$ cat src/design/tld_pkg.sv
// ----------------------------------------------------------------------------
// Trajectory densifier package
// Shared widths, constants, command and status structures and the step
// function of the lane dividers.
// ----------------------------------------------------------------------------
package tld_pkg;

	localparam int MAX_SEGS  = 63;
	localparam int SEG_W     = 6;
	localparam int RES_W     = 20;
	localparam int LANES     = 5;
	localparam int EXT_W     = 34;
	localparam int MAG_W     = 33;
	localparam int DIV_BITS  = 3;
	localparam int DIV_STEPS = MAG_W / DIV_BITS;
	localparam logic [RES_W-1:0] RES_RESET = RES_W'(10000);

	localparam int LANE_X = 0;
	localparam int LANE_Y = 1;
	localparam int LANE_H = 2;
	localparam int LANE_S = 3;
	localparam int LANE_T = 4;

	// Commands from the sequencer to the datapath.
	typedef struct packed {
		logic       load;
		logic       seg_init;
		logic       seg_step;
		logic [2:0] bit_idx;
		logic       div_init;
		logic       div_step;
		logic       emit_prev;
		logic       emit_int;
		logic       emit_cur;
		logic       run_last;
		logic       store;
		logic       clear;
	} cmd_t;

	// Status from the datapath to the sequencer.
	typedef struct packed {
		logic             have_prev;
		logic             last;
		logic             dt_pos;
		logic [SEG_W-1:0] segs;
		logic             out_free;
	} sts_t;

	typedef struct packed {
		logic [SEG_W-1:0] rem;
		logic [MAG_W-1:0] dvd;
	} div_t;

	// Three restoring division steps; the quotient bits shift into the dividend.
	function automatic div_t div_step3(div_t d, logic [SEG_W-1:0] segs);
		div_t        r;
		logic [SEG_W:0] r7;
		logic        ge;
		r = d;
		for (int k = 0; k < DIV_BITS; k++) begin
			r7 = {r.rem, r.dvd[MAG_W-1]};
			ge = (r7 >= {1'b0, segs});
			if (ge) begin
				r.rem = SEG_W'(r7 - {1'b0, segs});
			end else begin
				r.rem = r7[SEG_W-1:0];
			end
			r.dvd = {r.dvd[MAG_W-2:0], ge};
		end
		return r;
	endfunction

endpackage

$ cat src/design/tld_ctrl.sv
// ----------------------------------------------------------------------------
// Trajectory densifier sequencer
// Steps each accepted point through the segment divide, the lane divides and
// the emission of the stored, interpolated and final points.
// ----------------------------------------------------------------------------
module tld_ctrl (
	input  logic          clk,
	input  logic          arst_n,
	input  logic          in_valid,
	output logic          in_ready,
	input  tld_pkg::sts_t sts,
	output tld_pkg::cmd_t cmd
);
	import tld_pkg::*;

	localparam logic [2:0] ST_IDLE  = 3'd0;
	localparam logic [2:0] ST_CHECK = 3'd1;
	localparam logic [2:0] ST_SEG   = 3'd2;
	localparam logic [2:0] ST_DINIT = 3'd3;
	localparam logic [2:0] ST_DIV   = 3'd4;
	localparam logic [2:0] ST_PREV  = 3'd5;
	localparam logic [2:0] ST_INT   = 3'd6;
	localparam logic [2:0] ST_CUR   = 3'd7;

	logic [2:0]       state_q, state_d;
	logic [3:0]       cnt_q, cnt_d;
	logic [SEG_W-1:0] j_q, j_d;
	logic             interp_any;
	logic             j_end;

	assign in_ready   = (state_q == ST_IDLE);
	assign interp_any = sts.dt_pos && (sts.segs != SEG_W'(1));
	assign j_end      = (j_q == SEG_W'(sts.segs - SEG_W'(1)));

	// Next state and command decode.
	always_comb begin
		state_d = state_q;
		cnt_d   = cnt_q;
		j_d     = j_q;
		cmd     = '0;
		cmd.bit_idx = cnt_q[2:0];
		case (state_q)
			ST_IDLE: begin
				if (in_valid) begin
					cmd.load = 1'b1;
					state_d  = ST_CHECK;
				end
			end
			ST_CHECK: begin
				if (!sts.have_prev) begin
					if (sts.last) begin
						state_d = ST_CUR;
					end else begin
						cmd.store = 1'b1;
						state_d   = ST_IDLE;
					end
				end else if (sts.dt_pos) begin
					cmd.seg_init = 1'b1;
					cnt_d        = 4'(SEG_W - 1);
					state_d      = ST_SEG;
				end else begin
					state_d = ST_PREV;
				end
			end
			ST_SEG: begin
				cmd.seg_step = 1'b1;
				cnt_d        = cnt_q - 4'd1;
				if (cnt_q == 4'd0) begin
					state_d = ST_DINIT;
				end
			end
			ST_DINIT: begin
				cmd.div_init = 1'b1;
				cnt_d        = 4'(DIV_STEPS - 1);
				state_d      = ST_DIV;
			end
			ST_DIV: begin
				cmd.div_step = 1'b1;
				cnt_d        = cnt_q - 4'd1;
				if (cnt_q == 4'd0) begin
					state_d = ST_PREV;
				end
			end
			ST_PREV: begin
				if (sts.out_free) begin
					cmd.emit_prev = 1'b1;
					cmd.run_last  = !sts.last && !interp_any;
					j_d           = SEG_W'(1);
					if (interp_any) begin
						state_d = ST_INT;
					end else if (sts.last) begin
						state_d = ST_CUR;
					end else begin
						cmd.store = 1'b1;
						state_d   = ST_IDLE;
					end
				end
			end
			ST_INT: begin
				if (sts.out_free) begin
					cmd.emit_int = 1'b1;
					cmd.run_last = !sts.last && j_end;
					j_d          = j_q + SEG_W'(1);
					if (j_end) begin
						if (sts.last) begin
							state_d = ST_CUR;
						end else begin
							cmd.store = 1'b1;
							state_d   = ST_IDLE;
						end
					end
				end
			end
			ST_CUR: begin
				if (sts.out_free) begin
					cmd.emit_cur = 1'b1;
					cmd.run_last = 1'b1;
					cmd.clear    = 1'b1;
					state_d      = ST_IDLE;
				end
			end
			default: begin
				state_d = ST_IDLE;
			end
		endcase
	end

	// State and counters.
	always_ff @(posedge clk or negedge arst_n) begin
		if (!arst_n) begin
			state_q <= ST_IDLE;
			cnt_q   <= '0;
			j_q     <= '0;
		end else begin
			state_q <= state_d;
			cnt_q   <= cnt_d;
			j_q     <= j_d;
		end
	end

endmodule

$ cat src/design/tld_datapath.sv
// ----------------------------------------------------------------------------
// Trajectory densifier datapath
// Holds the stored and current points, the segment divider, five lane
// dividers with their running quotients, and the output register.
// ----------------------------------------------------------------------------
module tld_datapath (
	input  logic                           clk,
	input  logic                           arst_n,
	input  tld_pkg::cmd_t                  cmd,
	output tld_pkg::sts_t                  sts,
	input  logic                           cfg_we,
	input  logic [tld_pkg::RES_W-1:0]      cfg_wdata,
	input  logic signed [31:0]             pos_x,
	input  logic signed [31:0]             pos_y,
	input  logic signed [15:0]             heading,
	input  logic signed [15:0]             speed,
	input  logic [31:0]                    time_us,
	input  logic                           last_point,
	output logic                           out_valid,
	input  logic                           out_ready,
	output logic signed [31:0]             out_x,
	output logic signed [31:0]             out_y,
	output logic signed [15:0]             out_heading,
	output logic signed [15:0]             out_speed,
	output logic [31:0]                    out_time_us,
	output logic                           interpolated,
	output logic                           run_last
);
	import tld_pkg::*;

	logic [RES_W-1:0] res_q;
	logic             have_prev_q;
	logic signed [31:0] prev_x_q, prev_y_q, cur_x_q, cur_y_q;
	logic signed [15:0] prev_h_q, prev_s_q, cur_h_q, cur_s_q;
	logic [31:0]        prev_t_q, cur_t_q;
	logic               last_q;

	logic [RES_W-1:0] res_eff;
	logic [32:0]      dt;
	logic             dt_pos;
	logic [31:0]      rem_q;
	logic [SEG_W-1:0] seg_q;
	logic             sat_q;
	logic [SEG_W-1:0] segs;
	logic [31:0]      trial;

	logic [EXT_W-1:0] prev_ext [LANES];
	logic [EXT_W-1:0] cur_ext  [LANES];
	logic [EXT_W-1:0] val      [LANES];
	logic [MAG_W-1:0] acc_n    [LANES];
	logic [SEG_W-1:0] accr_n   [LANES];
	logic             neg_q    [LANES];
	div_t             div_q    [LANES];
	logic [MAG_W-1:0] acc_q    [LANES];
	logic [SEG_W-1:0] accr_q   [LANES];

	logic               out_valid_q;
	logic signed [31:0] out_x_q, out_y_q;
	logic signed [15:0] out_h_q, out_s_q;
	logic [31:0]        out_t_q;
	logic               interp_q, run_last_q;
	logic               emit;

	// Resolution register; zero behaves as one microsecond.
	always_ff @(posedge clk or negedge arst_n) begin
		if (!arst_n) begin
			res_q <= RES_RESET;
		end else if (cfg_we) begin
			res_q <= cfg_wdata;
		end
	end
	assign res_eff = (res_q == '0) ? RES_W'(1) : res_q;

	// Stored point presence flag.
	always_ff @(posedge clk or negedge arst_n) begin
		if (!arst_n) begin
			have_prev_q <= 1'b0;
		end else if (cmd.clear) begin
			have_prev_q <= 1'b0;
		end else if (cmd.store) begin
			have_prev_q <= 1'b1;
		end
	end

	// Current and stored points.
	always_ff @(posedge clk or negedge arst_n) begin
		if (!arst_n) begin
			prev_x_q <= '0;
			prev_y_q <= '0;
			prev_h_q <= '0;
			prev_s_q <= '0;
			prev_t_q <= '0;
		end else if (cmd.clear) begin
			prev_x_q <= '0;
			prev_y_q <= '0;
			prev_h_q <= '0;
			prev_s_q <= '0;
			prev_t_q <= '0;
		end else if (cmd.store) begin
			prev_x_q <= cur_x_q;
			prev_y_q <= cur_y_q;
			prev_h_q <= cur_h_q;
			prev_s_q <= cur_s_q;
			prev_t_q <= cur_t_q;
		end
	end

	always_ff @(posedge clk) begin
		if (cmd.load) begin
			cur_x_q <= pos_x;
			cur_y_q <= pos_y;
			cur_h_q <= heading;
			cur_s_q <= speed;
			cur_t_q <= time_us;
			last_q  <= last_point;
		end
	end

	// Signed time gap and segment count: ceil(gap / res) = floor((gap-1)/res)+1.
	assign dt     = {1'b0, cur_t_q} - {1'b0, prev_t_q};
	assign dt_pos = !dt[32] && (dt != '0);
	assign trial  = {{(32-RES_W){1'b0}}, res_eff} << cmd.bit_idx;

	always_ff @(posedge clk) begin
		if (cmd.seg_init) begin
			rem_q <= dt[31:0] - 32'd1;
			seg_q <= '0;
			sat_q <= ((dt[31:0] - 32'd1) >= {{(32-RES_W-SEG_W){1'b0}}, res_eff, {SEG_W{1'b0}}});
		end else if (cmd.seg_step) begin
			if (rem_q >= trial) begin
				rem_q             <= rem_q - trial;
				seg_q[cmd.bit_idx] <= 1'b1;
			end
		end
	end

	assign segs = (sat_q || (seg_q == SEG_W'(MAX_SEGS))) ? SEG_W'(MAX_SEGS)
	                                                     : seg_q + SEG_W'(1);

	// Lane operands: signed fields sign-extend, the timestamp zero-extends.
	assign prev_ext[LANE_X] = EXT_W'(prev_x_q);
	assign prev_ext[LANE_Y] = EXT_W'(prev_y_q);
	assign prev_ext[LANE_H] = EXT_W'(prev_h_q);
	assign prev_ext[LANE_S] = EXT_W'(prev_s_q);
	assign prev_ext[LANE_T] = {{(EXT_W-32){1'b0}}, prev_t_q};
	assign cur_ext[LANE_X]  = EXT_W'(cur_x_q);
	assign cur_ext[LANE_Y]  = EXT_W'(cur_y_q);
	assign cur_ext[LANE_H]  = EXT_W'(cur_h_q);
	assign cur_ext[LANE_S]  = EXT_W'(cur_s_q);
	assign cur_ext[LANE_T]  = {{(EXT_W-32){1'b0}}, cur_t_q};

	// Each lane divides |cur-prev| by segs, then keeps j*|d|/segs as a running
	// quotient and remainder so that every step is one add and compare.
	for (genvar i = 0; i < LANES; i++) begin : g_lane
		logic [EXT_W-1:0] diff;
		logic [EXT_W-1:0] mag;
		logic [SEG_W:0]   s7;
		logic             carry;
		assign diff     = cur_ext[i] - prev_ext[i];
		assign mag      = diff[EXT_W-1] ? (~diff + EXT_W'(1)) : diff;
		assign s7       = {1'b0, accr_q[i]} + {1'b0, div_q[i].rem};
		assign carry    = (s7 >= {1'b0, segs});
		assign accr_n[i] = carry ? SEG_W'(s7 - {1'b0, segs}) : s7[SEG_W-1:0];
		assign acc_n[i]  = acc_q[i] + div_q[i].dvd + MAG_W'(carry);
		assign val[i]    = neg_q[i] ? (prev_ext[i] - {1'b0, acc_n[i]})
		                            : (prev_ext[i] + {1'b0, acc_n[i]});

		always_ff @(posedge clk) begin
			if (cmd.div_init) begin
				neg_q[i]     <= diff[EXT_W-1];
				div_q[i].rem <= '0;
				div_q[i].dvd <= mag[MAG_W-1:0];
				acc_q[i]     <= '0;
				accr_q[i]    <= '0;
			end else if (cmd.div_step) begin
				div_q[i] <= div_step3(div_q[i], segs);
			end else if (cmd.emit_int) begin
				acc_q[i]  <= acc_n[i];
				accr_q[i] <= accr_n[i];
			end
		end
	end

	// Output register: loads one beat whenever the slot is free.
	assign emit = cmd.emit_prev || cmd.emit_int || cmd.emit_cur;

	always_ff @(posedge clk or negedge arst_n) begin
		if (!arst_n) begin
			out_valid_q <= 1'b0;
		end else if (emit) begin
			out_valid_q <= 1'b1;
		end else if (out_ready) begin
			out_valid_q <= 1'b0;
		end
	end

	always_ff @(posedge clk) begin
		if (cmd.emit_prev) begin
			out_x_q  <= prev_x_q;
			out_y_q  <= prev_y_q;
			out_h_q  <= prev_h_q;
			out_s_q  <= prev_s_q;
			out_t_q  <= prev_t_q;
			interp_q <= 1'b0;
		end else if (cmd.emit_int) begin
			out_x_q  <= val[LANE_X][31:0];
			out_y_q  <= val[LANE_Y][31:0];
			out_h_q  <= val[LANE_H][15:0];
			out_s_q  <= val[LANE_S][15:0];
			out_t_q  <= val[LANE_T][31:0];
			interp_q <= 1'b1;
		end else if (cmd.emit_cur) begin
			out_x_q  <= cur_x_q;
			out_y_q  <= cur_y_q;
			out_h_q  <= cur_h_q;
			out_s_q  <= cur_s_q;
			out_t_q  <= cur_t_q;
			interp_q <= 1'b0;
		end
		if (emit) begin
			run_last_q <= cmd.run_last;
		end
	end

	assign out_valid    = out_valid_q;
	assign out_x        = out_x_q;
	assign out_y        = out_y_q;
	assign out_heading  = out_h_q;
	assign out_speed    = out_s_q;
	assign out_time_us  = out_t_q;
	assign interpolated = interp_q;
	assign run_last     = run_last_q;

	// Status back to the sequencer.
	assign sts.have_prev = have_prev_q;
	assign sts.last      = last_q;
	assign sts.dt_pos    = dt_pos;
	assign sts.segs      = segs;
	assign sts.out_free  = !out_valid_q || out_ready;

endmodule

$ cat src/design/trajectory_linear_densifier_unit.sv
// ----------------------------------------------------------------------------
// Trajectory linear densifier
// Inserts linearly interpolated points between successive trajectory points.
// ----------------------------------------------------------------------------
// Points enter on the in_valid/in_ready channel, one beat per point. Each
// point that follows a stored one releases the stored point and then segs-1
// interpolated points on the out_valid/out_ready channel, where segs is the
// time gap over cfg resolution, rounded up and limited to 63. A point marked
// last_point is also released itself and the stored point is dropped.
// A point is worked on alone: acceptance, a check state, then for a
// positive gap the segment division (one quotient bit per cycle), a
// set-up state and the lane division, in which five lane dividers each
// retire three bits per step, after which one result beat leaves per
// cycle while the receiver does not stall. in_ready is high only between
// points. The output register holds one beat; when the receiver stalls
// the sequencer waits and no beat is lost. Reset clears the stored point,
// empties the output register and sets the resolution to 10000 us. The
// user writes the resolution through cfg_we/cfg_wdata only while idle;
// the block does not enforce this.
// ----------------------------------------------------------------------------
module trajectory_linear_densifier_unit (
	input  logic                      clk,
	input  logic                      arst_n,
	input  logic                      cfg_we,
	input  logic [tld_pkg::RES_W-1:0] cfg_wdata,
	input  logic                      in_valid,
	output logic                      in_ready,
	input  logic signed [31:0]        pos_x,
	input  logic signed [31:0]        pos_y,
	input  logic signed [15:0]        heading,
	input  logic signed [15:0]        speed,
	input  logic [31:0]               time_us,
	input  logic                      last_point,
	output logic                      out_valid,
	input  logic                      out_ready,
	output logic signed [31:0]        out_x,
	output logic signed [31:0]        out_y,
	output logic signed [15:0]        out_heading,
	output logic signed [15:0]        out_speed,
	output logic [31:0]               out_time_us,
	output logic                      interpolated,
	output logic                      run_last
);
	import tld_pkg::*;

	cmd_t cmd;
	sts_t sts;

	// Sequencer.
	tld_ctrl u_ctrl (
		.clk      (clk),
		.arst_n   (arst_n),
		.in_valid (in_valid),
		.in_ready (in_ready),
		.sts      (sts),
		.cmd      (cmd)
	);

	// Datapath.
	tld_datapath u_dp (
		.clk          (clk),
		.arst_n       (arst_n),
		.cmd          (cmd),
		.sts          (sts),
		.cfg_we       (cfg_we),
		.cfg_wdata    (cfg_wdata),
		.pos_x        (pos_x),
		.pos_y        (pos_y),
		.heading      (heading),
		.speed        (speed),
		.time_us      (time_us),
		.last_point   (last_point),
		.out_valid    (out_valid),
		.out_ready    (out_ready),
		.out_x        (out_x),
		.out_y        (out_y),
		.out_heading  (out_heading),
		.out_speed    (out_speed),
		.out_time_us  (out_time_us),
		.interpolated (interpolated),
		.run_last     (run_last)
	);

endmodule
$ cat config.mk
export PLATFORM = sky130hd
export DESIGN_NAME = trajectory_linear_densifier_unit
export DESIGN_NICKNAME = d
export VERILOG_FILES = /design/src/design/tld_pkg.sv /design/src/design/tld_ctrl.sv /design/src/design/tld_datapath.sv /design/src/design/trajectory_linear_densifier_unit.sv
export SDC_FILE = /design/constraint.sdc
export NUM_CORES = 2
export LEC_CHECK = 0
export ABC_AREA = 0
export ABC_CLOCK_PERIOD_IN_PS = 15810
export BUFFER_PORTS_ARGS = -buffer_cell sky130_fd_sc_hd__buf_4
export CORE_MARGIN = 2
export CORE_UTILIZATION = 40
export DETAILED_ROUTE_END_ITERATION = 6
export GPL_TIMING_DRIVEN = 1
export PLACE_DENSITY = 0.53
export SETUP_SLACK_MARGIN = 0.5
export SLEW_MARGIN = 40
export SYNTH_ARGS = -nofsm -noshare
export SYNTH_HDL_FRONTEND = slang
export SYNTH_SLANG_ARGS = --single-unit
$ cat constraint.sdc
create_clock -name clk -period 15.81 [get_ports clk]
set_input_delay 0.7905 -clock clk [delete_from_list [all_inputs] [get_ports clk]]
set_output_delay 0.7905 -clock clk [all_outputs]
set_load 0.05 [all_outputs]
==> out/metrics.yaml <==
floorplan:
  die_h_um: 416
  die_area_sq_um: 173000
  rows: 151
  io_pins: 286
  fp.dieW_um: 416
  core_area_sq_um: 169000
  start_util: 0.402
grt:
  antenna_found_initial: 5
  grt_pass1_wl_mm: 326
  grt_pass1_vias: 54539
  gr-usage-all-layers: 0.239
  grt_max_degree: 157
  grt-ovfl-total: 0
setup_path:
  path_class: "flop to flop"
  r2r_slack_ns: 6.12
  slowest_delay_ns: 0.52
  r2r_start: "u_dp.seg_q[0]"
  crit_slowest_cell: "a311oi_1"
  cp_max_fo: 22
  cp-end-kind: "flop"
  regToRegEndpoint: "u_dp.out_x[26]"
  r2r_cells: 39
  critPathLaunchType: "flop"
  cpMostUsedCell: "a21oi_1"
  cp.arrival_ns: 10.14
  required_ns: 16.26
clock_tree:
  htreeDepth: 3
  insertion_delay_ns: 0.74
  clkTransAtPathRegs_ns: 0.06
  post_cts_resized: 0
  cts_tree: "yes"
  cts_buffers: 101
  cts_buffer_depth: 3
  root_buffer: "clkbuf_16"
  clock_sinks: 819
yosys:
  synthesis.area_sq_um: 68000
  ys_warn_count: 0
  ys_async_sr_fraction: 0.199
  yosys-top-cells-area: "edfxtp_1 (29%), ha_1 (11%), dfrtp_1 (5.8%), xnor2_1 (5.1%), a21oi_1 (4.3%)"
  ys.flop_type: "edfxtp_1"
  synth_edf_count: 649
  synth_largest_area_cell: "edfxtp_1"
  synth_seq_cells: 819
  syn_inst: 7455
  netlist-cell-type-count: 122
  yosysSeqAreaShare: 0.349
  yosysTopAreaCellShare: 0.286
  avgSynthCellArea_sq_um: 9.13
  syn_nets: 8219
timing:
  setup_tns_ns: 0
  relSlewSlack: 0.418
  fmax_ghz: 0.103
  setup_viol: 0
  tightestPinTransition_ns: 0.873
  grt_setup_unrepaired: "false"
  clock_skew_ns: 0.0412
  min_period_ns: 9.69
  drv_slew: 0
  fin_crit_sh: 0.613
  hold_viol: 0
placement:
  detailed_place_hpwl_mm: 161
  placed_cells: 9756
  numPortBuffers: 285
  gp_congestion: 0.907
route:
  dr.pass1.iters: 6
  ant_nets: 0
  drc_errors: 0
  drt_iter0_markers: 4270
  wl_per_cell_um: 21.4
  drt_wl_total_mm: 213
  viasPerCell: 5.71
  dr_total_vias: 56830
hold_path:
  hold_path_startpoint: "pos_x[18]"
  hold_depth: 1
  hold_path_class: "input pin to flop"
  min_to: "u_dp.cur_x_q[18]"
layout:
  layout-drive-gt1-share: 0.0916
  multiInputGateArea_sq_um: 41300
  area_growth_pct: 12.0
  nNetsFinal: 8407
  fin_cells: 9949
  regArea_sq_um: 23700
  fill_cells: 16411
status:
  status: "complete, no violations"
job:
  maxCapViolCount: 0
[how the worst max path moves through the flow]
stage	to	slack [ns]	start	cells past startpoint
6_report	u_dp.out_x[26]	6.12	u_dp.seg_q[0]	39
5_1_grt	u_dp.out_x[31]	5.32	u_dp.seg_q[0]	39
4_1_cts	u_dp.out_x[26]	6.25	u_dp.seg_q[0]	39
3_5_place_dp	u_dp.out_x[26]	6.29	u_dp.seg_q[0]	39
3_3_place_gp	u_dp.out_y[31]	6.40	u_dp.div_q[1][33]	35
2_1_floorplan	u_dp.out_y[31]	6.10	u_dp.seg_q[0]	39
[cell usage after synthesis (all sizes together) (54+ instances only)]
library cell  instances
o21ai               431
and3                 74
and2                123
a21oi               586
nand4                54
nand3               144
inv                 549
edfxtp              649
nand2               565
xor2                277
nor2                606
nand2b               97
a31oi                95
o21a                 72
xnor2               396
ha                  582
mux2i               202
a211oi               91
or3                  72
nor2b                86
nor3                177
a21o                211
clkbuf              211
dfrtp               158
a22oi                81
[cells in the final DEF, fill, tap and decap left out, drive strengths merged, types with 81 or more instances in the layout]
| cell | n |
|---|---|
| clkbuf | 126 |
| buf | 343 |
| edfxtp | 649 |
| and2 | 123 |
| a211oi | 91 |
| xor2 | 277 |
| nor2 | 606 |
| nand3 | 144 |
| a22oi | 81 |
| nand2 | 565 |
| nand2b | 97 |
| a21o | 211 |
| xnor2 | 396 |
| ha | 582 |
| o21ai | 431 |
| a21oi | 586 |
| nor2b | 86 |
| dfrtp | 158 |
| mux2i | 202 |
| inv | 556 |
| nor3 | 177 |
| a31oi | 95 |
[logic make-up (layout without fill, tap and decap cells)]
group                      after synthesis  in the layout  share of synthesized area
AOI/OAI and AO/OA                     2063           2063                      0.199
other                                    0              1                          0
muxes                                  251            251                     0.0395
xor gates and xnor gates               679            679                     0.0886
DFF                                    819            819                      0.349
and+or+nand+nor                       2215           2215                      0.161
buffers and inverters                  810           1085                     0.0470
adders and majority gates              618            618                      0.116
[timing repair]
| item | CTS | global route |
|---|---|---|
| hold endpoints to repair | 2 | 0 |
| setup buffers | 0 | 0 |
| hold buffers | 1 | 0 |
[cell type report]
type                       count  area share
clock buffer                 125      0.0360
inverter                     550      0.0271
tap                         2218      0.0364
timing repair buffer         345      0.0356
multi-input combinational   5826       0.542
sequential                   819       0.311
antenna                        1   0.0000329
clock inverter                65      0.0116
[through the flow]
step	hold slack (ns)	area [sq um]	utilization	worst slack, ns
2_1_floorplan	0.463	68000	-	6.10
3_3_place_gp	0.449	72400	0.428	6.40
3_5_place_dp	0.445	72500	0.429	6.29
4_1_cts	0.166	76100	0.450	6.25
5_1_grt	0.202	76200	0.450	5.32
6_report	0.235	76200	0.450	6.12
[critical path, delay by kind of cell, from the launching register on]
| kind | cells | cell delay, ns |
|---|---|---|
| AND/OR/NAND/NOR | 10 | 1.73 |
| buffers and inverters | 4 | 0.77 |
| AO/OA/AOI/OAI | 18 | 4.34 |
| flip-flops | 1 | 0.42 |
| adder cells (fa/ha/maj) | 6 | 1.88 |
| XOR/XNOR | 1 | 0.25 |
[metal layers]
| metal | up-vias | part of all wire | wire length [um] | track usage |
|---|---|---|---|---|
| met3 | 212 | 0.044 | 9320 | 0.0251 |
| met1 | 27722 | 0.49 | 104000 | 0.347 |
| met2 | 1227 | 0.45 | 96200 | 0.382 |
| li1 | 27669 | - | - | - |
| met4 | 0 | 0.017 | 3630 | 0.0505 |
| met5 | - | 0 | 0 | 0 |
[state kept, by name (all words and copies together) (netlist names), 5 cells and up]
signal and cells:
u_dp.rem_q 32, u_dp.cur_x_q 32, u_dp.out_speed 16, u_dp.neg_q 5, u_dp.prev_t_q 32, u_dp.out_y 32, u_dp.out_time_us 32, u_dp.seg_q 6
u_dp.cur_t_q 32, u_dp.div_q 195, u_dp.out_heading 16, u_dp.acc_q 128, u_dp.res_q 20, u_dp.accr_q 30, u_dp.prev_s_q 16, u_dp.cur_h_q 16
u_dp.cur_s_q 16, u_dp.prev_y_q 32, u_dp.cur_y_q 32, u_dp.prev_h_q 16, u_dp.out_x 32, u_dp.prev_x_q 32, u_ctrl.j_q 6
Power is not shown: default switching activity piles up to over one toggle a cycle in this logic, so the estimate is an artifact.
